===== src/design/dmm_pkg.sv =====
// Package for the dense matrix multiply unit: word types, command type,
// opcodes, back-end states and sizing constants. No dependencies.
package dmm_pkg;

   localparam int MAX_DIM_DEFAULT = 16;
   localparam int QUEUE_DEPTH     = 2;
   localparam int IDX_W           = 4;
   localparam int DIM_W           = 5;
   localparam int VAL_W           = 16;
   localparam int PROD_W          = 32;
   localparam int ACC_W           = 40;
   localparam logic [DIM_W-1:0] DIM_RESET = 5'd16;

   typedef enum logic [0:0] {
      OP_B_WRITE = 1'b0,
      OP_A_ELEM  = 1'b1
   } op_type;

   typedef enum logic [1:0] {
      BK_IDLE,
      BK_MAC,
      BK_DRAIN,
      BK_EMIT
   } bk_state_type;

   typedef struct packed {
      logic                    opcode;
      logic [IDX_W-1:0]        row_index;
      logic [IDX_W-1:0]        col_index;
      logic signed [VAL_W-1:0] value;
   } req_word_type;

   typedef struct packed {
      logic [IDX_W-1:0]        out_row;
      logic [IDX_W-1:0]        out_col;
      logic signed [ACC_W-1:0] product_sum;
      logic                    last;
   } rsp_word_type;

   typedef struct packed {
      op_type                  kind;
      logic [IDX_W-1:0]        row;
      logic [IDX_W-1:0]        col;
      logic signed [VAL_W-1:0] value;
      logic                    clear;
      logic                    emit;
      logic [DIM_W-1:0]        dim;
   } cmd_type;

endpackage


===== src/design/dmm_queue.sv =====
// Short command queue between front and back ends.
// Depends on dmm_pkg for the command type.
module dmm_queue
   import dmm_pkg::*;
(
   input  logic    clock,
   input  logic    reset,
   input  logic    push,
   input  cmd_type push_cmd,
   input  logic    pop,
   output cmd_type head,
   output logic    empty,
   output logic    full
);

   localparam int PTR_W = (QUEUE_DEPTH > 1) ? $clog2(QUEUE_DEPTH) : 1;
   localparam int CNT_W = $clog2(QUEUE_DEPTH + 1);

   cmd_type             entries_ff [QUEUE_DEPTH];
   logic [PTR_W-1:0]    wr_ptr_ff, wr_ptr_in;
   logic [PTR_W-1:0]    rd_ptr_ff, rd_ptr_in;
   logic [CNT_W-1:0]    count_ff, count_in;

   assign empty = (count_ff == '0);
   assign full  = (32'(count_ff) == QUEUE_DEPTH);
   assign head  = entries_ff[rd_ptr_ff];

   always_comb begin
      wr_ptr_in = wr_ptr_ff;
      rd_ptr_in = rd_ptr_ff;
      count_in  = count_ff;
      if (push) begin
         wr_ptr_in = (32'(wr_ptr_ff) == QUEUE_DEPTH - 1) ? '0 : wr_ptr_ff + PTR_W'(1);
      end
      if (pop) begin
         rd_ptr_in = (32'(rd_ptr_ff) == QUEUE_DEPTH - 1) ? '0 : rd_ptr_ff + PTR_W'(1);
      end
      if (push && !pop) begin
         count_in = count_ff + CNT_W'(1);
      end else if (pop && !push) begin
         count_in = count_ff - CNT_W'(1);
      end
   end

   always_ff @(posedge clock) begin
      if (reset) begin
         wr_ptr_ff <= '0;
         rd_ptr_ff <= '0;
         count_ff  <= '0;
      end else begin
         wr_ptr_ff <= wr_ptr_in;
         rd_ptr_ff <= rd_ptr_in;
         count_ff  <= count_in;
      end
   end

   always_ff @(posedge clock) begin
      if (push) begin
         entries_ff[wr_ptr_ff] <= push_cmd;
      end
   end

endmodule


===== config.mk =====
export PLATFORM = sky130hd
export DESIGN_NAME = dmm_queue
export DESIGN_NICKNAME = d
export VERILOG_FILES = /design/src/design/dmm_pkg.sv /design/src/design/dmm_queue.sv
export SDC_FILE = /design/constraint.sdc
export NUM_CORES = 1
export LEC_CHECK = 0
export ABC_CLOCK_PERIOD_IN_PS = 2700
export BUFFER_PORTS_ARGS = -buffer_cell sky130_fd_sc_hd__buf_2
export CAP_MARGIN = 20
export CORE_MARGIN = 4
export CORE_UTILIZATION = 30
export CTS_BUF_LIST = sky130_fd_sc_hd__clkbuf_8
export DETAILED_ROUTE_END_ITERATION = 7
export HOLD_SLACK_MARGIN = 0.1
export PLACE_DENSITY = 0.49
export RECOVER_POWER = 50
export SYNTH_ARGS = -nofsm -noshare
export SYNTH_HDL_FRONTEND = slang
export SYNTH_SLANG_ARGS = --single-unit

===== constraint.sdc =====
create_clock -name clock -period 2.7 [get_ports clock]
set_input_delay 0.135 -clock clock [delete_from_list [all_inputs] [get_ports clock]]
set_output_delay 0.135 -clock clock [all_outputs]
set_load 0.02 [all_outputs]

; ---- Word level (Yosys, flattened, before mapping)
; Memory sizes are Yosys's and may differ from the RTL's. A register that Yosys moved wholly into a read port is not among the register bits.
; Index checks and enable logic that the tools add are counted.
[op_classes]
n_eq_ne = 1
n_reduce_logical = 6
addsub = 4
muxes = 8
[ops]
columns = cell, count
row1 = 2-to-1 mux 1 bit, 6
row2 = 2-to-1 mux 2 bit, 2
row3 = "adder 1 bit, second input constant", 2
row4 = "adder 2 x 1 -> 2 bit, second input constant", 1
row5 = "== test 2 bit, second input constant", 1
row6 = logical AND 1 bit, 2
row7 = zero test 1 bit, 2
row8 = zero test 2 bit, 1
row9 = nonzero test 2 bit, 1
row10 = "subtractor 2 x 1 -> 2 bit, second input constant", 1
[totals]
output_inout_bits = 34
elab_cells = 23
mem_bits_rw = 64
input_bits = 36
mem_count = 1
reg_bits = 4
[memory_table]
columns = name, words, word_bits, read_ports, rd_ports_with_merged_regs, wr, line_no
row1 = entries_ff, 2, 32, 1, 1, 1, dmm_queue.sv:19  ; cmd_type entries_ff [QUEUE_DEPTH];

; ---- Logic depth before layout (Yosys ltp)
; Gate-level depths: netlist of the first run.
[logic_depth]
ltp_word = 4
ltp_mapped = 5
ltp_nobuf = 5

; ---- Worst setup path after synthesis of the first run
; OpenSTA, ideal clock, no wires.
[synth_timing]
path_kind = register to register
start = reg wr_ptr_ff
end = mem entries_ff[0][0] (netlist bit) (enable)
stages_incl_launch_ff = 2
setup_time_ns = 0.425
arrival_time_ns = 1.768
period_less_slack_ns = 2.192
t_required_ns = 2.275
slack_ns = 0.508
n_path_buf = 0
cell_sequence = dfxtp_1 nor2b_1
[synth_lines]
columns = item, line_no
row1 = "start, declared", dmm_queue.sv:20  ; logic [PTR_W-1:0] wr_ptr_ff, wr_ptr_in;
row2 = "start signal, assigned", dmm_queue.sv:51  ; wr_ptr_ff <= wr_ptr_in;
row3 = "end, declared", dmm_queue.sv:19
; Straight into the memory's write port.

; ---- Final worst setup path of the first run
[layout_timing]
start = reg wr_ptr_ff
end = mem entries_ff[1][16] (netlist bit) (enable)
; Straight into the memory's write port.

==> results.ini, run 1 <==
[synthesis]
async_reset_ff_share_pct = 0
synth_area_leaders = edfxtp_1 76%, mux2_2 13%, dfxtp_1 4.0%, buf_4 0.89%, mux2_1 0.89%
syn_area_mm2 = 0.00252
ys_seq_area_share_pct = 80.3
synth_top_family_by_area = multiplexers
yosysTopAreaCell = edfxtp_1
syn_avg_cell_area_um2 = 20.6
synth-edff-count = 64
synth.most_common_cell = edfxtp_1
ys.flop_type = edfxtp_1
ys_ff_latch = 69
synth_compound_area_share_pct = 0.398
synthXorXnorAreaFrac_pct = 1.39
netlist-cell-type-count = 17
synth_cells = 122
synth_common_cells = 64 x edfxtp_1, 30 x mux2_2, 5 x dfxtp_1, 5 x nor2_1, 3 x buf_4
synthAdderAreaFrac_pct = 0.497
ys.warnings.count = 0
yosys.area_share.simple_pct = 1.84
synthMuxAreaShare_pct = 14.3
synth_nets = 159
netlist.area_leader.share_pct = 76.3

[setup_path]
crit_path_max_fanout = 15
timing.rr.start = wr_ptr_ff$_SDFFE_PP0P_
cp-start-kind = register
worstRegToRegCells = 2
worstPathArrival_ns = 1.60
crit_path_end_kind = register
endpoint = entries_ff[1][16]$_DFFE_PP_
criticalPathCategory = register to register
ff2ff_setup_slack_ns = 1.06
startpoint = wr_ptr_ff$_SDFFE_PP0P_
cp.required_ns = 2.66
rr_endpoint = entries_ff[1][16]$_DFFE_PP_

[detailed_routing]
routed_wl_mm = 4.78
viasPerCell = 4.11
avgRoutedWirePerCell_um = 13.7
drtPass1Iterations = 4
drt_iter0_markers = 67
ant_nets = 0
vias = 1431
drcViolationCount = 0

[sta]
max_slew.worst_pin.slew_ns = 0.894
finalHoldViolations = 0
slew_viol_final = 0
fin_skew_ns = 0.00917
final.setup.tns_ns = 0
holdWs_ns = 0.300
fmax_mhz = 611
fin_crit_sh_pct = 60.7
slew_headroom_pct = 40.4
finalSetupViolations = 0
rsz0062_at_grt = no
period_minus_slack_ns = 1.64

[clock_tree]
insertion_delay_ns = 0.34
htreeDepth = 3
cts_tree = yes
cts_setup_buffers = 0
numClockSinks = 69
cts-root-buf = clkbuf_8
clk_pin_slew_ns = 0.07
cts_max_path_buffers = 2
cts_made_buffers = 9

[final_layout]
areaGrowthSynthToFinish_pct = 40.5
num_antenna_cells = 0
n_fill_cell = 768
fin_area_mm2 = 0.00354
fin_nets = 275
drive_gt1_share_pct = 37.9

[global_routing]
antenna_found_initial = 0
grtUsageTotal_pct = 10.3
overflow = 0
grt_max_degree = 33
first_global_vias = 1579
grt_pass1_wl_mm = 7.55

[run]
cap_violations = 0

[floorplanning]
rows = 33
io_pins = 70
die_area_mm2 = 0.00992
die_x_um = 99.6
coreArea_mm2 = 0.00818
die_h_um = 99.6
initial_core_util_pct = 30.8

[outcome]
status = finished, final reports clean

[min_path]
min_path_type = input pin to register

[power]
irDropWorstVdd_mv = 0.353
p_per_area_mw_per_mm2 = 707
total_power_uw = 2500
power_leakage_uw = 0.00129

[placement]
place_area_mm2 = 0.00301
io_buffers = 69
hpwl_mm = 3.01
gp_congestion = 0.683

where the power goes:
group          internal [uW]  switching (uW)
logic                    155             188
registers               1240            19.9
clock network            514             379
how the worst min path moves through the flow:
stage / depth (start not counted) / start / to
after CTS: 4 / push / count_ff[0]$_SDFFE_PP0P_
final: 4 / push / count_ff[0]$_SDFFE_PP0P_
after floorplan: 1 / reset / count_ff[1]$_SDFFE_PP0P_
after global placement: 1 / push_cmd[2] / entries_ff[0][2]$_DFFE_PP_
after global routing: 4 / push / count_ff[0]$_SDFFE_PP0P_
after detailed placement: 1 / push_cmd[4] / entries_ff[0][4]$_DFFE_PP_
cells by family (layout without fill, tap and decap cells):
logic type               after synthesis  after routing
AO/OA/AOI/OAI                          2              2
XOR/XNOR                               4              4
adder cells (fa/ha/maj)                1              1
buffers and inverters                  5            126
flip-flops                            69             69
multiplexers                          32             32
AND/OR/NAND/NOR                        9              9
layout make-up:
type / instances / area [um2] / share of cell area, %
Multi-Input combinational cell: 48 / 472 / 13.3
Tap cell: 105 / 131 / 3.72
Inverter: 1 / 3.75 / 0.106
Clock inverter: 7 / 90.1 / 2.55
Clock buffer: 9 / 124 / 3.50
Sequential cell: 69 / 2020 / 57.2
Timing Repair Buffer: 109 / 693 / 19.6
worst max-delay path, stage by stage, from the launching register on:
cell	delay [ns]
dfxtp_1	0.40
and2_0	0.17
clkbuf_1	0.68
layout by cell type (no fill, tap or decap), drive strengths merged:
| master | instances |
|---|---|
| dfxtp | 5 |
| mux2 | 32 |
| buf | 44 |
| nor2 | 5 |
| o21ai | 1 |
| clkinvlp | 2 |
| xor2 | 2 |
| or3 | 1 |
| clkbuf | 39 |
| nor2b | 1 |
| and2b | 1 |
| inv | 1 |
| edfxtp | 64 |
| ha | 1 |
| dlygate4sd3 | 35 |
| clkinv | 3 |
| and2 | 1 |
| bufinv | 2 |
| a21oi | 1 |
| xnor2 | 2 |
sequential cells by signal, summed over array words and instances (netlist names), named ones only:
signal      flops
entries_ff     64
count_ff        2
rd_ptr_ff       1
wr_ptr_ff       1
routing by layer:
layer	GRT usage [%]	wire length, um
met1	11.4	2000
met2	16.9	2400
met3	3.65	300
met4	6.30	68
met5	0	0
through the flow:
step | cells | utilization, % | setup WS (ns)
CTS | 348 | 43.7 | 1.07
floorplan | 122 | - | 0.508
detailed placement | 297 | 36.8 | 1.46
global placement | 297 | 36.8 | 1.46
finish | 348 | 43.3 | 1.06
global route | 348 | 43.3 | 0.903
repair_timing:
action	CTS	global route
hold endpoints to repair	69	0
resized for setup	0	0
hold buffers	35	0
Note: power is estimated with default switching activity, not from simulation.
==> run 2: changes to the inputs <==
Settings changed: ABC_AREA set to 1, ABC_CLOCK_PERIOD_IN_PS 2700 to 1400, PLACE_DENSITY 0.49 to 0.5.
Clock period 2.7 ns to 1.4 ns, I/O delays scaled along.
==> results.ini, run 2 <==
[outcome]
status = complete, but fails checks
failed_checks = setup timing

[power]
seq_power_share_pct = 48.9
irDropWorstVdd_mv = 0.530
swShare_pct = 22.9
p_per_area_mw_per_mm2 = 1280
power_leakage_uw = 0.00149
clock_power_share_pct = 34.7
combPwrFrac_pct = 16.5
switching_power_uw = 1130
intPower_uw = 3810

[clock_tree]
insertion_delay_ns = 0.34
htreeDepth = 3
cts_tree = yes
cts-root-buf = clkbuf_8
cts_max_path_buffers = 2
numClockSinks = 69
clk_pin_slew_ns = 0.07
cts_setup_buffers = 0
cts_made_buffers = 9

[placement]
dp.cells = 310
hpwl_mm = 3.13
io_buffers = 69
place_area_mm2 = 0.00319
gp_congestion = 0.630

[min_path]
min_path_type = input pin to register
hp-start = push_cmd[26]

[detailed_routing]
routed_wl_mm = 4.88
viasPerCell = 4.17
avgRoutedWirePerCell_um = 13.5
drt_iter0_markers = 26
drcViolationCount = 0
ant_nets = 0
drtPass1Iterations = 3
vias = 1508

[floorplanning]
initial_core_util_pct = 30.9
coreArea_mm2 = 0.00872
die_x_um = 103
die_area_mm2 = 0.0106
io_pins = 70
die_h_um = 103
rows = 34

[sta]
max_slew.worst_pin.slew_ns = 0.248
finalSetupViolations = 29
setup_slack_ns = -0.0617
holdWs_ns = 0.449
slew_viol_final = 0
period_minus_slack_ns = 1.46
finalHoldViolations = 0
fin_crit_sh_pct = 104
slew_headroom_pct = 83.5
rsz0062_at_grt = yes
fin_skew_ns = 0.00571
fmax_mhz = 684

[final_layout]
final_util_pct = 44.3
fin_area_mm2 = 0.00387
largest_register = entries_ff
largest_reg_flops = 64
layout_commonest_cell = edfxtp_1
drive_gt1_share_pct = 36.2
top_regs = entries_ff: 64 flops, count_ff: 2 flops
num_antenna_cells = 0
areaGrowthSynthToFinish_pct = 43.6
layout.cells.non_filler = 362
layout_common_cells = 64 x edfxtp_1, 36 x dlygate4sd3_1, 31 x clkbuf_1
fin_nets = 286

[global_routing]
first_global_vias = 1613
grt_max_degree = 33
overflow = 0
grt_pass1_wl_mm = 7.72
antenna_found_initial = 0
grtUsageTotal_pct = 10.2

[setup_path]
worstPathArrival_ns = 1.39
criticalPathCategory = register to primary output
cp.required_ns = 1.33
crit_path_end_kind = primary output
crit_path_max_fanout = 15
cp-start-kind = register
timing.rr.start = rd_ptr_ff$_SDFFE_PP0P_

[synthesis]
ys_seq_area_share_pct = 75.1
synth_nets = 170
synth_cells = 133
syn_area_mm2 = 0.00269
synth.most_common_cell = edfxtp_1
ys.warnings.count = 0
synth_area_leaders = edfxtp_1 71%, mux2_4 17%, dfxtp_1 3.7%, buf_12 2.2%, inv_1 1.3%
ys.flop_type = edfxtp_1
ys_ff_latch = 69
synth-edff-count = 64
synth_common_cells = 64 x edfxtp_1, 30 x mux2_4, 9 x inv_1
yosysTopAreaCell = edfxtp_1
async_reset_ff_share_pct = 0
syn_avg_cell_area_um2 = 20.2
netlist.area_leader.share_pct = 71.4
netlist-cell-type-count = 16

[run]
cap_violations = 0

==> run 2: changes by cell type in the layout (fill, tap and decap cells not counted), moves of 5 or more <==
cell,change
buf_6,+21
buf_2,-25
mux2_2,-28
inv_1,+8
nand2_1,+5
mux2_4,+30
==> run 2: worst paths after layout <==
kind,end,cells past startpoint,slack [ns]
min reg2reg,rd_ptr_ff$_SDFFE_PP0P_,2,0.52
max reg2reg,register,3,0.20
max,head[11],3,-0.06
min,entries_ff[0][26]$_DFFE_PP_,2,0.45
==> run 2: repair_timing <==
| action | CTS | global route |
|---|---|---|
| setup endpoints to repair | 32 | 32 |
| hold buffers | 36 | 0 |
| gates resized for setup | 23 | 22 |
| pin swaps | 0 | 0 |
| endpoints found under the hold margin | 69 | 0 |
==> run 2: area by class of cell <==
class                           instances  area, um2
Clock buffer                            9        124
Clock inverter                          7       91.3
Fill cell                             778       4850
Inverter                                9       35.0
Multi-Input combinational cell         51        573
Sequential cell                        69       2030
Tap cell                              108        135
Timing Repair Buffer                  109        883
==> run 2: power groups by stage <==
| stage | clock [uW] | combinational [uW] | sequential, uW |
|---|---|---|---|
| 2_1_floorplan | 0 | 471 | 2450 |
| 3_5_place_dp | 0 | 672 | 2460 |
| 5_1_grt | 1890 | 874 | 2430 |
| 4_1_cts | 1780 | 798 | 2420 |
| 6_report | 1710 | 814 | 2410 |
| 3_3_place_gp | 0 | 666 | 2460 |
==> run 2: routing by layer <==
| metal | up-vias | share of wire, % | GRT usage [%] |
|---|---|---|---|
| met4 | 0 | 2.0 | 5.08 |
| met1 | 726 | 38 | 11.1 |
| met2 | 45 | 54 | 17.7 |
| li1 | 729 | - | - |
| met5 | - | 0 | 0 |
| met3 | 8 | 6.2 | 3.52 |
==> run 2: logic make-up after synthesis <==
logic type / share of synthesized area (%)
fa+ha+maj: 0.465
flops: 75.1
buf+inv: 3.90
xor+xnor: 0.325
compound gates: 0.371
simple gates: 2.28
mux: 17.6
==> run 2: per-stage QoR <==
stage                     setup WS, ns  total power (uW)  TNS (ns)
after floorplan                  0.136              2920         0
after global placement           0.287              3130         0
after detailed placement         0.272              3130         0
after CTS                      -0.0869              5000     -1.65
after global routing            -0.120              5190     -2.24
final                          -0.0617              4940    -0.544
==> run 2: worst max-delay path, stage by stage (launching register included) <==
cell,delay [ns]
dfxtp_4,0.37
buf_12,0.17
mux2_2,0.35
buf_4,0.16
==> run 3: changes to the inputs <==
Settings changed: CELL_PAD_IN_SITES_DETAIL_PLACEMENT set to 1, CELL_PAD_IN_SITES_GLOBAL_PLACEMENT set to 1, PLACE_DENSITY 0.5 to 0.58.
==> results.ini, run 3 (synthesized netlist as in run 2, its figures left out) <==
[outcome]
status = complete, but fails checks
failed_checks = setup timing

[final_layout]
drive_gt1_share_pct = 37.8
fin_area_mm2 = 0.00388
largest_reg_flops = 64
fin_nets = 286
multiInputGateArea_um2 = 573
n_fill_cell = 860
layout_common_cells = 64 x edfxtp_1, 36 x dlygate4sd3_1, 30 x mux2_4
seqCellArea_mm2 = 0.00203
num_antenna_cells = 0
layout_commonest_cell = edfxtp_1
top_regs = entries_ff: 64 flops, count_ff: 2 flops
final_util_pct = 44.5
areaGrowthSynthToFinish_pct = 44.1
largest_register = entries_ff

[run]
cap_violations = 0

[global_routing]
antenna_found_initial = 0
first_global_vias = 1644
grtUsageTotal_pct = 9.92
grt_max_degree = 33
grt_pass1_wl_mm = 7.69
overflow = 0

[floorplanning]
initial_core_util_pct = 30.9
die_x_um = 103
io_pins = 70
coreArea_mm2 = 0.00872
die_h_um = 103
die_area_mm2 = 0.0106
rows = 34

[setup_path]
cp-start-kind = register
crit_path_max_fanout = 15
worstRegToRegCells = 3
slowest_delay_ns = 0.37
crit_chain = buf_12 -> mux2_2 -> buf_2
timing.rr.start = rd_ptr_ff$_SDFFE_PP0P_
criticalPathCategory = register to primary output
crit_path_top_delay_cell = dfxtp_4
cp.required_ns = 1.33
crit_path_end_kind = primary output
worstPathArrival_ns = 1.38
ff2ff_setup_slack_ns = 0.16
rr_endpoint = rd_ptr_ff$_SDFFE_PP0P_

[detailed_routing]
routed_wl_mm = 5.12
ant_nets = 0
drcViolationCount = 0
avgRoutedWirePerCell_um = 14.2
vias = 1504
drtPass1Iterations = 4
viasPerCell = 4.15
drt_iter0_markers = 25

[sta]
max_slew.worst_pin.slew_ns = 0.249
period_minus_slack_ns = 1.45
rsz0062_at_grt = yes
slew_viol_final = 0
setup_slack_ns = -0.0468
fmax_mhz = 691
slew_headroom_pct = 83.4
finalSetupViolations = 23
fin_crit_sh_pct = 103
finalHoldViolations = 0
fin_skew_ns = 0.00705
holdWs_ns = 0.455

[power]
irDropWorstVdd_mv = 0.498
power_leakage_uw = 0.00149
p_per_area_mw_per_mm2 = 1290

[placement]
place_area_mm2 = 0.00319
gp_congestion = 0.732
hpwl_mm = 3.32
dp_slack_ns = 0.268
io_buffers = 69

[clock_tree]
clk_pin_slew_ns = 0.08
cts_max_path_buffers = 2
numClockSinks = 69
insertion_delay_ns = 0.33
cts_made_buffers = 9
htreeDepth = 3
cts_tree = yes
cts-root-buf = clkbuf_8

[min_path]
hold_depth = 2
hp-start = push_cmd[6]
min_path_type = input pin to register
whs_endpoint = entries_ff[1][6]$_DFFE_PP_

[run 3: area by class of cell]
class	count	area share, %
inverters	9	0.903
clock inverters	7	2.48
flip-flops and latches	69	52.2
clock buffers	9	3.19
well taps	108	3.48
multi-input cells	51	14.8
repair buffers	109	22.9
[run 3: power by group]
| part | internal (uW) | switching, uW |
|---|---|---|
| Clock | 1010 | 764 |
| Sequential | 2380 | 37.0 |
| Combinational | 439 | 382 |
[run 3: worst max-delay path: cells and delay by family (launching register included)]
kind | cells | cell delay (ns)
muxes | 1 | 0.34
DFF | 1 | 0.37
buffers and inverters | 2 | 0.33
[run 3: worst max-delay path by stage]
stage / startpoint / to / depth (start not counted)
final: register / head[11] / 3
after floorplan: wr_ptr_ff$_SDFFE_PP0P_ / entries_ff[1][0]$_DFFE_PP_ / 2
after global placement: wr_ptr_ff$_SDFFE_PP0P_ / entries_ff[1][23]$_DFFE_PP_ / 3
after global routing: register / head[12] / 3
after detailed placement: wr_ptr_ff$_SDFFE_PP0P_ / entries_ff[1][7]$_DFFE_PP_ / 3
after CTS: register / head[11] / 3
[run 3: stage by stage]
stage | power, uW | std cells | setup TNS (ns)
floorplan | 2920 | 133 | 0
global placement | 3120 | 310 | 0
detailed placement | 3140 | 310 | 0
CTS | 5050 | 362 | -1.55
global route | 5230 | 362 | -1.93
finish | 5010 | 362 | -0.367
[run 3: timing repair]
item / CTS / global route
setup buffers: 0 / 0
setup endpoints to repair: 32 / 32
gates resized for setup: 23 / 22
endpoints found under the hold margin: 69 / 0
hold buffers: 36 / 0
[run 3: metal layers]
metal	global-route usage, %	part of all wire, %	up-vias
met5	0	0	-
met4	5.98	1.5	0
met3	2.10	4.0	6
met2	17.8	54	41
met1	10.7	40	727
li1	-	-	730
