## config.mk

```make
export PLATFORM = sky130hd
export DESIGN_NAME = dmm_front
export DESIGN_NICKNAME = d
export VERILOG_FILES = /design/src/design/dmm_pkg.sv /design/src/design/dmm_front.sv
export SDC_FILE = /design/constraint.sdc
export NUM_CORES = 1
export LEC_CHECK = 0
export BUFFER_PORTS_ARGS = -buffer_cell sky130_fd_sc_hd__clkbuf_2
export CAP_MARGIN = 15
export CORE_MARGIN = 1.5
export CORE_UTILIZATION = 36
export CTS_CLUSTER_SIZE = 25
export DETAILED_ROUTE_END_ITERATION = 8
export HOLD_SLACK_MARGIN = 0.06
export PLACE_DENSITY = 0.84
export SYNTH_ARGS = -nofsm -noshare
export SYNTH_HDL_FRONTEND = slang
export SYNTH_SLANG_ARGS = --single-unit
export TNS_END_PERCENT = 5
```

## constraint.sdc

```tcl
create_clock -name clock -period 3.53 [get_ports clock]
set_input_delay 0.353 -clock clock [delete_from_list [all_inputs] [get_ports clock]]
set_output_delay 0.353 -clock clock [all_outputs]
set_load 0.01 [all_outputs]
```

## src/design/dmm_pkg.sv

```systemverilog
// Package for the dense matrix multiply unit: word types, command type,
// opcodes, back-end states and sizing constants. No dependencies.
package dmm_pkg;

   localparam int MAX_DIM_DEFAULT = 16;
   localparam int QUEUE_DEPTH     = 2;
   localparam int IDX_W           = 4;
   localparam int DIM_W           = 5;
   localparam int VAL_W           = 16;
   localparam int PROD_W          = 32;
   localparam int ACC_W           = 40;
   localparam logic [DIM_W-1:0] DIM_RESET = 5'd16;

   typedef enum logic [0:0] {
      OP_B_WRITE = 1'b0,
      OP_A_ELEM  = 1'b1
   } op_type;

   typedef enum logic [1:0] {
      BK_IDLE,
      BK_MAC,
      BK_DRAIN,
      BK_EMIT
   } bk_state_type;

   typedef struct packed {
      logic                    opcode;
      logic [IDX_W-1:0]        row_index;
      logic [IDX_W-1:0]        col_index;
      logic signed [VAL_W-1:0] value;
   } req_word_type;

   typedef struct packed {
      logic [IDX_W-1:0]        out_row;
      logic [IDX_W-1:0]        out_col;
      logic signed [ACC_W-1:0] product_sum;
      logic                    last;
   } rsp_word_type;

   typedef struct packed {
      op_type                  kind;
      logic [IDX_W-1:0]        row;
      logic [IDX_W-1:0]        col;
      logic signed [VAL_W-1:0] value;
      logic                    clear;
      logic                    emit;
      logic [DIM_W-1:0]        dim;
   } cmd_type;

endpackage

```

## src/design/dmm_front.sv

```systemverilog
// Front end: dimension register, input acceptance and classification.
// Depends on dmm_pkg; feeds dmm_queue.
module dmm_front
   import dmm_pkg::*;
#(
   parameter int MAX_DIM = MAX_DIM_DEFAULT
) (
   input  logic              clock,
   input  logic              reset,
   input  logic              csr_wr_en,
   input  logic [DIM_W-1:0]  csr_wr_data,
   input  logic              req_valid,
   input  req_word_type      req_word,
   output logic              req_stall,
   input  logic              q_full,
   output logic              push,
   output cmd_type           push_cmd
);

   localparam int DIM_CAP = (MAX_DIM > 31) ? 31 : MAX_DIM;

   logic [DIM_W-1:0] dim_ff, dim_in;
   logic [DIM_W-1:0] dim_eff;
   logic             keep;

   always_comb begin
      dim_in = csr_wr_en ? csr_wr_data : dim_ff;
   end

   always_ff @(posedge clock) begin
      if (reset) begin
         dim_ff <= DIM_RESET;
      end else begin
         dim_ff <= dim_in;
      end
   end

   always_comb begin
      if (dim_ff == '0) begin
         dim_eff = DIM_W'(1);
      end else if (32'(dim_ff) > DIM_CAP) begin
         dim_eff = DIM_W'(DIM_CAP);
      end else begin
         dim_eff = dim_ff;
      end
   end

   always_comb begin
      push_cmd.kind  = op_type'(req_word.opcode);
      push_cmd.row   = req_word.row_index;
      push_cmd.col   = req_word.col_index;
      push_cmd.value = req_word.value;
      push_cmd.clear = (req_word.col_index == '0);
      push_cmd.emit  = (DIM_W'(req_word.col_index) == dim_eff - DIM_W'(1));
      push_cmd.dim   = dim_eff;
      unique case (op_type'(req_word.opcode))
         OP_B_WRITE: keep = (32'(req_word.row_index) < MAX_DIM) &&
                            (32'(req_word.col_index) < MAX_DIM);
         OP_A_ELEM:  keep = (DIM_W'(req_word.col_index) < dim_eff);
         default:    keep = 1'b0;
      endcase
   end

   assign req_stall = q_full;
   assign push      = req_valid && !q_full && keep;

endmodule

```

=== Word level (Yosys, flattened, before mapping) ===
Index checks and enable logic that the tools add are counted.

* $add $sub $neg: 1
* Multiply operators: 0
* Divide/modulo/power cells: 0
* Magnitude comparators: 2
* Equality and inequality tests: 1
* Shift-type cells: 0
* Mux-type cells: 3
* Bitwise logic cells: 1
* Reduce and logical (&&, ||, !) cells: 5

{| class="wikitable"
|+ Operator list
! kind !! count
|-
| 5-bit two-way mux || 2
|-
| 4-bit by 5-bit equality test with 1-bit output || 1
|-
| 5-bit > comparator, second input constant || 1
|-
| 5-bit zero test || 1
|-
| 4-bit by 5-bit < comparator with 1-bit output || 1
|-
| 5-bit by 1-bit subtractor with 5-bit output, second input constant || 1
|-
| 4-bit zero test || 1
|-
| 1-bit logical AND || 2
|-
| 1-bit case mux with 2 select lines || 1
|-
| 1-bit zero test || 1
|-
| 1-bit inverter || 1
|}

* Flip-flop bits (word level): 5
* Latch bits: 0
* Bits in writable memories: 0
* Memory bits (read-only): 0
* Bits of input ports: 35
* Output and inout port bits: 34
* Logic and storage cells: 14
* Memories: 0

=== Longest topological paths before layout ===
Gate-level depths: netlist (run 1).

* Depth in word-level cells: 6
* Gate-level depth with buffers: 9

=== Least setup slack after synthesis (run 1) ===
No wires, ideal clock.

* Path type: register to output
* Start point: register dim_ff[3]
* End point: output port push_cmd[5] in the netlist's numbering
* Data arrival time: 1885 ps
* Data required time: 3177 ps
* Setup slack: 1292 ps
* Cell stages (with the launch flop): 9
* Path buffers: 0
* Cells stage by stage: dfxtp_1 nor3_1 nor2_1 or2_2 ha_1 xnor2_1 nor3_1 o21ai_1 a2111oi_2

{| class="wikitable"
|+ RTL lines
! item !! RTL line !! source
|-
| from (decl) || dmm_front.sv:22 || <nowiki>logic [DIM_W-1:0] dim_ff, dim_in;</nowiki>
|-
| from (signal assigned) || dmm_front.sv:34 || <nowiki>dim_ff <= dim_in;</nowiki>
|-
| to (decl) || dmm_front.sv:17 || <nowiki>output cmd_type push_cmd</nowiki>
|}

==> results of run 1 <==
per-layer routing:
metal  track usage [%]  wire (um)
met2              21.7        634
met4              11.5         20
met5                 0          0
met1              12.7        426
met3              2.86        144
worst min-delay path by stage:
stage | start | to | slack [ns] | cells past startpoint
6_report | csr_wr_data[4] | dim_ff[4] | 0.33 | 2
4_1_cts | csr_wr_data[4] | dim_ff[4] | 0.32 | 2
3_5_place_dp | dim_ff[1] | dim_ff[1] | 0.53 | 2
2_1_floorplan | reset | dim_ff[0] | 0.43 | 1
5_1_grt | csr_wr_data[4] | dim_ff[4] | 0.31 | 2
3_3_place_gp | dim_ff[0] | dim_ff[0] | 0.51 | 2
worst reg2reg max path, stage by stage (launching register included):
cell     delay, ns
dfxtp_1       0.38
nor2b_1       0.17
a211o_1       0.22
metrics by stage:
| step | instance area [sq um] | total power [mW] |
|---|---|---|
| after global routing | 603 | 0.199 |
| after global placement | 577 | 0.119 |
| after floorplan | 619 | 0.127 |
| after detailed placement | 577 | 0.121 |
| final | 603 | 0.184 |
| after CTS | 603 | 0.188 |
power breakdown:
| group | switching (mW) | leakage (nW) | total, mW | internal [mW] |
|---|---|---|---|---|
| Sequential | 0.00473 | 0.0414 | 0.0650 | 0.0603 |
| Clock | 0.0216 | 0.0150 | 0.0642 | 0.0426 |
| Combinational | 0.0270 | 0.274 | 0.0543 | 0.0273 |
| Total | 0.0533 | 0.330 | 0.184 | 0.130 |
logic make-up (layout without fill, tap and decap cells):
logic type	count (synthesis)	count (layout)	share of synthesized area, %
xor+xnor	3	3	4.24
compound gates	6	6	7.88
buf+inv	33	37	35.8
fa+ha+maj	5	5	10.1
flops	5	5	16.2
simple gates	21	21	19.4
mux	4	4	6.46
final cells by class:
class	count	area share, %
Clock buffer	4	4.36
Inverter	5	3.11
Multi-Input combinational cell	39	49.4
Sequential cell	5	16.6
Tap cell	16	3.32
Timing Repair Buffer	28	23.2
layout by cell type (no fill, tap or decap), types with 2 or more instances in the layout:
master / count
clkbuf_2: 28
ha_1: 5
nor2_1: 5
inv_1: 4
xnor2_1: 3
clkbuf_4: 3
nor2b_1: 4
dfxtp_1: 5
mux2i_1: 4
nor3_1: 2
nand2b_1: 3
==> results.md, run 1 <==
- TNS Setup: 0 ns
- Post-synth cell types: 25
- Worst Skew: 0 ns
- Slack of the critical path: 0.821 ns
- I/O pins: 69
- Cell Count, Final, Fillers Out: 97
- GRT overflow: 0
- DP Wirelength: about 1.1 mm
- Nets: 122
- DR vias: 484
- Worst stage delay on the critical path: 0.37 ns
- Core Area: roughly 1600 sq um
- Setup violations, final: 0
- Max FFs per register: 5
- CTS tree: yes
- Cts hold-fix bufs: 0
- CP Launch Point: dim_ff[3]
- Slew margin rel.: 74.1%
- CP top delay family: simple AND/OR/NAND/NOR gates
- Crit-path cells: nor3_1 > nor2_1 > or2_2 > ha_1 > xnor2_1 > nor3_1 > o21ai_1 > a2111oi_2 > clkbuf_2
- First-pass GRT wire length: 1.86 mm
- Die area: 1980 sq um
- RR Startpoint: dim_ff[4]
- Top reg by flops: dim_ff
- Maximum clock frequency: roughly 0.37 GHz
- Setup Fix Bufs, Post-CTS: 0
- Critical Path RT: 3.18 ns
- Total track usage: 12.8%
- Slowest cell on the critical path: a2111oi_2
- Die height: 44.5 um
- Buf/Inv on CP: 1
- Pins Over Slew Limit: 0
- Synth-to-layout area growth: -2.63%
- Failing checks: DRC
- Period minus WS final: 2.71 ns
- CP Capture Type: primary output
- Clk sinks: 5
- Critical path arrival: around 2.4 ns
- Crit-path max FO: 5
- CP Depth: 9
- Storage element area: roughly 100 sq um
- Top cells by count, synth: buf_4 (26), dfxtp_1 (5), ha_1 (5), nor2_1 (5)
- Register area share after synthesis: between 10% and 20%
- Placed Cells: between 90 and 100
- Total CTS buffers: 3
- Post-synthesis register bit count: 5
- Worst reg2reg path depth: 2
- Drt via density: 4.99
- Ant diodes: 0
- Final hold violations: 0
- Clk slew on worst S/H paths: 0.04 ns
- Max cap viols: 0
- Pwr Density: 304 nW/um^2
- CP endpoint: push_cmd[5]
- DR DRC count: 8
- Tcrit/Tclk final: 76.7%
- Synth area leader: buf_4
- Reg2Reg Capture Point: dim_ff[4]
- R2R setup slack: 2.65 ns
- Worst-case clock buffer depth: 2
- VDD IR-drop max: around 240 uV
- Kind of critical path: flip-flop to primary output
- Tightest Hold Check Type: primary input to flip-flop
- H-tree levels: 1
- Post-synth EDFFs: 0
- Initial Utilization: 39.7%
- Post-cts sizing count: 0
- IO buf count: 28
- RSZ-0062 raised after global routing: no
- Initial antenna violation count: 0
- Status: finished, violations left
- Fin util: 38.7%
- CP dominant cell by count: nor3_1
- Multi-input combinational cell area: 298 sq um
- Post-DR wirelength/cell: 12.6 um
- Actual slew at the worst max-slew pin: 0.383 ns
- Root buf cell: clkbuf_4
- Final WL: roughly 1.2 mm
- Vias in the first global route: ~450
- Largest net degree at the start of global routing: 11
- Pre-antenna DRT Iters: 6
- Starting DRT DRC Count: 22
- Synth Net Count: 117
- Post-synthesis cell count: 77
- Fraction of registers with async set/reset: 0%
- Pre-CTS setup slack: 1.08 ns
- Mapped Area: 619 sq um
- Top FF cell, synth: dfxtp_1
- Share of cells above drive strength 1: 44.4%
- Leakage: 0.330 nW
- Clock latency at the later pin of the worst-skew pair: 0.24 ns
- Yosys top cell area share: between 30% and 40%
- Startpoint types: flip-flop
- Fill count: 171
- Synth Warn #: 0
- Main area contributors after synthesis: buf_4 (32%), dfxtp_1 (16%), ha_1 (10%)
- Final Wtd Congestion: 0.817
- Biggest regs: dim_ff x5
- Most frequent cell after synthesis: buf_4
- Synthesized area per cell: 8.04 sq um
- Chip Width: 44.5 um
- # rows: 14
- Final ANT Viol Nets: 0
- Final Hold Slack: 0.326 ns
Power figures use the tool's default switching activity.
==> run 2, diff against run 1 <==
- CORE_ASPECT_RATIO: not set -> 0.75
- CORE_UTILIZATION: 36 -> 33
- PLACE_DENSITY: 0.84 -> 0.78
- clock period: 3.53 -> 2.6 ns (I/O delays scaled with it)
==> run 2 against run 1 <==
- the run now ends clean
- die area up 8.6%
- sequential share of layout area down 0.17 points
- critical path depth unchanged
- worst setup slack worse by 0.64 ns
- global-route usage down 1.2 points
- clock skew unchanged
- register-to-register slack worse by 0.92 ns
- clock-buffer cell count unchanged
- clock power up 37%
==> results.md, run 2 (synthesis gave the netlist of run 1 again) <==
- RR Startpoint: dim_ff[4] (unchanged)
- Pins Over Slew Limit: 0 (unchanged)
- Total CTS buffers: 3 (unchanged)
- Crit-path cells: nor3_2 > nor2_1 > or2_2 > ha_1 > xnor2_1 > nor3_1 > o21ai_1 > a2111oi_2 > buf_2 (was nor3_1 > nor2_1 > or2_2 > ha_1 > xnor2_1 > nor3_1 > o21ai_1 > a2111oi_2 > clkbuf_2)
- Final hold violations: 0 (unchanged)
- CP Capture Type: primary output (unchanged)
- Initial antenna violation count: 0 (unchanged)
- Cell Count, Final, Fillers Out: 103 (was 97)
- Die height: 40.5 um (was 44.5 um)
- Fill count: 200 (was 171)
- Storage element area: 101 sq um (was 100 sq um)
- I/O pins: 69 (unchanged)
- Synth-to-layout area growth: -0.404% (was -2.63%)
- P_int: 0.177 mW (was 0.130 mW)
- Pwr Density: 406 nW/um^2 (was 304 nW/um^2)
- Setup violations, final: 0 (unchanged)
- Core Area: 1760 sq um (was 1560 sq um)
- Clock network power share: 35.0% (about the same)
- DR DRC count: 0 (was 8)
- Root buf cell: clkbuf_4 (unchanged)
- Ant diodes: 0 (unchanged)
- Slowest cell on the critical path: dfxtp_2 (was a2111oi_2)
- Nets: 122 (unchanged)
- Initial Utilization: 35.3% (was 39.7%)
- HP Start: csr_wr_data[4] (unchanged)
- Kind of critical path: flip-flop to primary output (unchanged)
- Hold path endpoint: dim_ff[4] (unchanged)
- Max cap viols: 0 (unchanged)
- Biggest regs: dim_ff x5 (unchanged)
- CTS tree: yes (unchanged)
- Pre-CTS setup slack: 0.238 ns (was 1.08 ns)
- Leakage: 0.333 nW (was 0.330 nW)
- Slack of the critical path: 0.179 ns (was 0.821 ns)
- Worst reg2reg path depth: 2 (unchanged)
- Status: complete, no violations (was finished, violations left)
- Hold Path Depth: 2 (unchanged)
- Vias in the first global route: 422 (was 453)
- Critical path arrival: 2.16 ns (was 2.36 ns)
- Startpoint types: flip-flop (unchanged)
- Worst-case clock buffer depth: 2 (unchanged)
- Clock latency at the later pin of the worst-skew pair: 0.23 ns (was 0.24 ns)
- Die area: 2150 sq um (was 1980 sq um)
- RSZ-0062 raised after global routing: no (unchanged)
- Maximum clock frequency: 0.413 GHz
- Largest net degree at the start of global routing: 11 (unchanged)
- Worst stage delay on the critical path: 0.34 ns (was 0.37 ns)
- DP Wirelength: 1.05 mm (was 1.07 mm)
- VDD IR-drop max: 269 uV (was 238 uV)
- Part of the power in registers: 35.5% (was 35.4%)
- Switching share of power: 29.2% (was 29.0%)
- Final Hold Slack: 0.240 ns (was 0.326 ns)
- Final Wtd Congestion: 0.697 (was 0.817)
- Most frequent cells in the layout: clkbuf_2 (27), nor2_1 (5), ha_1 (5) (was clkbuf_2 (28), nor2_1 (5), ha_1 (5), dfxtp_1 (5))
- DR vias: 469 (was 484)
- Share of cells above drive strength 1: 46.9% (was 44.4%)
- Tcrit/Tclk final: 93.1%
- Period minus WS final: about 2.4 ns
- Final WL: 1.23 mm (about the same)
- Placed Cells: 99 (was 93)
- Net Sw Power: 0.0732 mW (was 0.0533 mW)
- # rows: 13 (was 14)
- Critical Path RT: 2.34 ns (was 3.18 ns)
- Total track usage: 11.5% (was 12.8%)
- Post-DR wirelength/cell: 12.0 um (was 12.6 um)
- Drt via density: 4.55 (was 4.99)
- Cts hold-fix bufs: 0 (unchanged)
- Final ANT Viol Nets: 0 (unchanged)
- Pre-antenna DRT Iters: 4 (was 6)
- R2R setup slack: 1.73 ns (was 2.65 ns)
- Slew margin rel.: 76.8% (was 74.1%)
- Worst Skew: 0 ns (unchanged)
- Clk slew on worst S/H paths: 0.04 ns (about the same)
- GRT overflow: 0 (unchanged)
- H-tree levels: 1 (unchanged)
- Chip Width: 53.0 um (was 44.5 um)
- Crit-path max FO: 5 (unchanged)
- Reg2Reg Capture Point: dim_ff[4] (unchanged)
- Max FFs per register: 5 (unchanged)
- Tightest Hold Check Type: primary input to flip-flop (unchanged)
- Actual slew at the worst max-slew pin: 0.342 ns (was 0.383 ns)
- TNS Setup: 0 ns (unchanged)
- Starting DRT DRC Count: 4 (was 22)
- Comb pwr share: 29.5% (was 29.6%)
- IO buf count: 28 (unchanged)
- Clk sinks: 5 (unchanged)
- Most common cell after layout, fill and taps aside: clkbuf_2 (unchanged)
- Top reg by flops: dim_ff (unchanged)
- Multi-input combinational cell area: 303 sq um (was 298 sq um)
- First-pass GRT wire length: 1.75 mm (was 1.86 mm)
## run 2: changes by cell type in the layout (fill, tap and decap cells not counted)
cell      before  now
nor3_2         0    1
dfxtp_2        0    1
nor3_1         2    1
clkbuf_2      28   27
buf_2          0    1
dfxtp_1        5    4
## run 2: power by group through the flow
| stage | logic [mW] | registers (mW) | clock network (mW) |
|---|---|---|---|
| 2_1_floorplan | 0.0842 | 0.0877 | 0 |
| 3_3_place_gp | 0.0725 | 0.0891 | 0 |
| 3_5_place_dp | 0.0747 | 0.0898 | 0 |
| 4_1_cts | 0.0749 | 0.0884 | 0.0926 |
| 5_1_grt | 0.0839 | 0.0900 | 0.0952 |
| 6_report | 0.0738 | 0.0891 | 0.0878 |
## run 2: layer usage
metal | global-route usage, % | routed length [um]
met3 | 1.12 | 121
met5 | 0 | 0
met2 | 21.6 | 609
met1 | 12.0 | 472
met4 | 10.3 | 28
## run 2: worst max-delay path by stage
stage	from	end	slack (ns)	cells past startpoint
3_5_place_dp	dim_ff[3]	push_cmd[5]	0.24	9
5_1_grt	dim_ff[3]	push_cmd[5]	0.008	9
6_report	dim_ff[3]	push_cmd[5]	0.18	9
2_1_floorplan	dim_ff[3]	push_cmd[5]	0.45	8
3_3_place_gp	dim_ff[3]	push_cmd[5]	0.37	9
4_1_cts	dim_ff[3]	push_cmd[5]	0.03	9
## run 2: cell type report
cell class | count | share of cell area [%]
repair buffers | 28 | 22.7
multi-input cells | 39 | 49.1
clock buffers | 4 | 4.26
flip-flops and latches | 5 | 16.4
inverters | 5 | 3.04
well taps | 22 | 4.46
## run 2: worst max-delay path: cells and delay by family, from the launching register on
kind,cells,cell delay (ns)
fa+ha+maj,1,0.31
compound gates,2,0.33
flops,1,0.34
buf+inv,1,0.19
simple gates,4,0.61
xor+xnor,1,0.13
## run 2: repair_timing
| action | CTS | global route |
|---|---|---|
| endpoints found under the setup margin | 1 | 1 |
| pin swaps | 1 | 1 |
| setup buffers | 0 | 0 |
| resized for setup | 0 | 3 |
## run 2: metrics by stage
stage	power [mW]	util, %	area (sq um)
after CTS	0.256	34.8	611
after detailed placement	0.165	33.3	584
after global placement	0.162	33.3	584
final	0.251	35.1	617
after global routing	0.269	35.1	617
after floorplan	0.172	-	619
==> run 3, diff against run 2 <==
- ABC_AREA: not set -> 1
- CORE_UTILIZATION: 33 -> 35
- PLACE_DENSITY: 0.78 -> 0.8
==> run 3 against run 2 <==
- clock power hardly changed
- synthesized cell count grew 36%
- global-route usage grew 0.75 points
- combinational power grew 37%
- critical path type unchanged
==> results.md, run 3 <==
- CP dominant cell by count: inv_1
- Final WL: 1.23 mm (about the same)
- Buf/Inv on CP: 4 (was 1)
- Worst Skew: 0 ns (unchanged)
- Total track usage: 12.3% (was 11.5%)
- VDD IR-drop max: 216 uV (was 269 uV)
- Clock latency at the later pin of the worst-skew pair: 0.24 ns (was 0.23 ns)
- First-pass GRT wire length: 1.86 mm (was 1.75 mm)
- Total CTS buffers: 3 (unchanged)
- DR vias: 580 (was 469)
- Most frequent cell after synthesis: buf_4 (unchanged)
- Initial antenna violation count: 0 (unchanged)
- Synthesized area per cell: 6.40 sq um (was 8.04 sq um)
- Max cap viols: 0 (unchanged)
- Pre-antenna DRT Iters: 2 (was 4)
- Critical Path RT: 2.34 ns (about the same)
- Cts hold-fix bufs: 0 (unchanged)
- Post-synthesis register bit count: 5 (unchanged)
- RSZ-0062 raised after global routing: no (unchanged)
- Post-synth cell types: 20 (was 25)
- CP Capture Type: primary output (unchanged)
- Pins Over Slew Limit: 0 (unchanged)
- Leakage: 0.411 nW (was 0.333 nW)
- Part of the power in registers: 31.6% (was 35.5%)
- Most frequent cells in the layout: clkbuf_2 (28), nand2_1 (21), inv_1 (15) (was clkbuf_2 (27), nor2_1 (5), ha_1 (5))
- Tcrit/Tclk final: 90.1% (was 93.1%)
- Ant diodes: 0 (unchanged)
- Final hold violations: 0 (unchanged)
- Initial Utilization: 37.9% (was 35.3%)
- Starting DRT DRC Count: 11 (was 4)
- Fraction of registers with async set/reset: 0% (unchanged)
- Chip Width: 53.6 um (was 53.0 um)
- Worst-case clock buffer depth: 2 (unchanged)
- Comb pwr share: 36.7% (was 29.5%)
- Post-synth EDFFs: 0 (unchanged)
- Clk sinks: 5 (unchanged)
- GRT overflow: 0 (unchanged)
- Post-DR wirelength/cell: 9.31 um (was 12.0 um)
- IO buf count: 28 (unchanged)
- Slowest cell on the critical path: dfxtp_1 (was dfxtp_2)
- Yosys top cell area share: 29.1% (was 31.5%)
- Crit-path max FO: 6 (was 5)
- Vias in the first global route: 477 (was 422)
- Root buf cell: clkbuf_4 (unchanged)
- Worst reg2reg path depth: 2 (unchanged)
- Startpoint types: flip-flop (unchanged)
- Tightest Hold Check Type: primary input to flip-flop (unchanged)
- DP Wirelength: 1.11 mm (was 1.05 mm)
- Actual slew at the worst max-slew pin: 0.222 ns (was 0.342 ns)
- I/O pins: 69 (unchanged)
- Kind of critical path: flip-flop to primary output (unchanged)
- Nets: 151 (was 122)
- Die area: 2190 sq um (was 2150 sq um)
- DR DRC count: 0 (unchanged)
- Synth-to-layout area growth: -0.372% (was -0.404%)
- Worst stage delay on the critical path: 0.35 ns (was 0.34 ns)
- Synth Net Count: 145 (was 117)
- Maximum clock frequency: 0.427 GHz (was 0.413 GHz)
- Period minus WS final: 2.34 ns (was 2.42 ns)
- Largest net degree at the start of global routing: 7 (was 11)
- Register area share after synthesis: 14.9% (was 16.2%)
- Post-synthesis cell count: 105 (was 77)
- Clk slew on worst S/H paths: 0.04 ns (about the same)
- CTS tree: yes (unchanged)
- Biggest regs: dim_ff x5 (unchanged)
- Share of cells above drive strength 1: 34.5% (was 46.9%)
- Most common cell after layout, fill and taps aside: clkbuf_2 (unchanged)
- Status: complete, no violations (unchanged)
- Main area contributors after synthesis: buf_4 (29%), dfxtp_1 (15%), nand2_1 (12%) (was buf_4 (32%), dfxtp_1 (16%), ha_1 (10%))
- Setup violations, final: 0 (unchanged)
- Net Sw Power: 0.0936 mW (was 0.0732 mW)
- Top FF cell, synth: dfxtp_1 (unchanged)
- Hold Path Depth: 3 (was 2)
- CP top delay family: simple AND/OR/NAND/NOR gates (unchanged)
- Mapped Area: 672 sq um (was 619 sq um)
- Max FFs per register: 5 (unchanged)
- Fin util: 37.8% (was 35.1%)
- TNS Setup: 0 ns (unchanged)
- H-tree levels: 1 (unchanged)
- Placed Cells: 128 (was 99)
- Drt via density: 4.39 (was 4.55)
- Critical path arrival: 2.08 ns (was 2.16 ns)
- Die height: 40.9 um (was 40.5 um)
- Cell Count, Final, Fillers Out: 132 (was 103)
- Synth Warn #: 0 (unchanged)
- Slew margin rel.: 85.1% (was 76.8%)
- Pwr Density: 413 nW/um^2 (was 406 nW/um^2)
- Synth area leader: buf_4 (unchanged)
- Crit-path cells: nor2_2 > nand2_2 > nand2_4 > inv_1 > nor2_2 > inv_1 > ha_1 > inv_1 > nor2_1 > o21ai_0 > nand2_1 > a21oi_1 > o21a_1 > clkbuf_2 (was nor3_2 > nor2_1 > or2_2 > ha_1 > xnor2_1 > nor3_1 > o21ai_1 > a2111oi_2 > buf_2)
- Final ANT Viol Nets: 0 (unchanged)
- # rows: 13 (unchanged)
- CP Depth: 14 (was 9)
- Final Wtd Congestion: 0.924 (was 0.697)
- P_int: 0.183 mW (was 0.177 mW)
- Top reg by flops: dim_ff (unchanged)
- Core Area: 1770 sq um (was 1760 sq um)
- Top cells by count, synth: buf_4 (26), nand2_1 (21), inv_1 (15), nor2_1 (8) (was buf_4 (26), dfxtp_1 (5), ha_1 (5), nor2_1 (5))
- Clock network power share: 31.7% (was 35.0%)
- Switching share of power: 33.9% (was 29.2%)
## run 3: worst paths after layout
kind | to | slack (ns) | start
max | push | 0.26 | dim_ff[3]
min | dim_ff[3] | 0.25 | csr_wr_data[3]
max reg2reg | dim_ff[4] | 1.83 | dim_ff[4]
min reg2reg | dim_ff[0] | 0.49 | dim_ff[0]
## run 3: power groups by stage
stage	Clock (mW)	Combinational [mW]	Sequential (mW)
CTS	0.0936	0.102	0.0873
detailed placement	0	0.101	0.0887
finish	0.0875	0.101	0.0873
floorplan	0	0.103	0.0876
global route	0.0969	0.116	0.0883
global placement	0	0.0979	0.0887
## run 3: final cells by class
| class | count | area (sq um) |
|---|---|---|
| well taps | 22 | 27.5 |
| clock buffers | 4 | 26.3 |
| multi-input cells | 57 | 315 |
| fillers | 208 | 1100 |
| inverters | 16 | 60.1 |
| flip-flops and latches | 5 | 100 |
| repair buffers | 28 | 140 |
## run 3: kinds of logic after synthesis
kind of cell / count (synthesis) / share of synthesized area, %
and+or+nand+nor: 40 / 26.6
DFF: 5 / 14.9
xor gates and xnor gates: 1 / 1.30
adders and majority gates: 5 / 9.31
buffers and inverters: 43 / 38.5
AOI/OAI and AO/OA: 11 / 9.31
## run 3: what timing repair did
item	4_1_cts	5_1_grt
setup buffers	0	0
endpoints found under the hold margin	0	0
endpoints found under the setup margin	0	1
resized for setup	0	1
## run 3: per-stage QoR
stage	setup slack (ns)	hold slack [ns]	cell area, sq um	power, mW
after global routing	0.0585	0.254	669	0.301
after global placement	0.536	0.478	641	0.187
after CTS	0.168	0.241	667	0.283
after detailed placement	0.440	0.483	641	0.190
final	0.257	0.248	669	0.276
after floorplan	0.596	0.329	672	0.191
## run 3: routing by layer
layer	GRT usage, %	up-vias	share of wire, %
li1	-	310	-
met1	14.3	245	46
met2	20.4	23	44
met3	4.38	2	9.2
met4	6.41	0	0.98
met5	0	-	0
## run 3: worst register-to-register path: stages (launching register included)
cell	delay (ns)
dfxtp_1	0.41
inv_1	0.12
o21ai_0	0.16
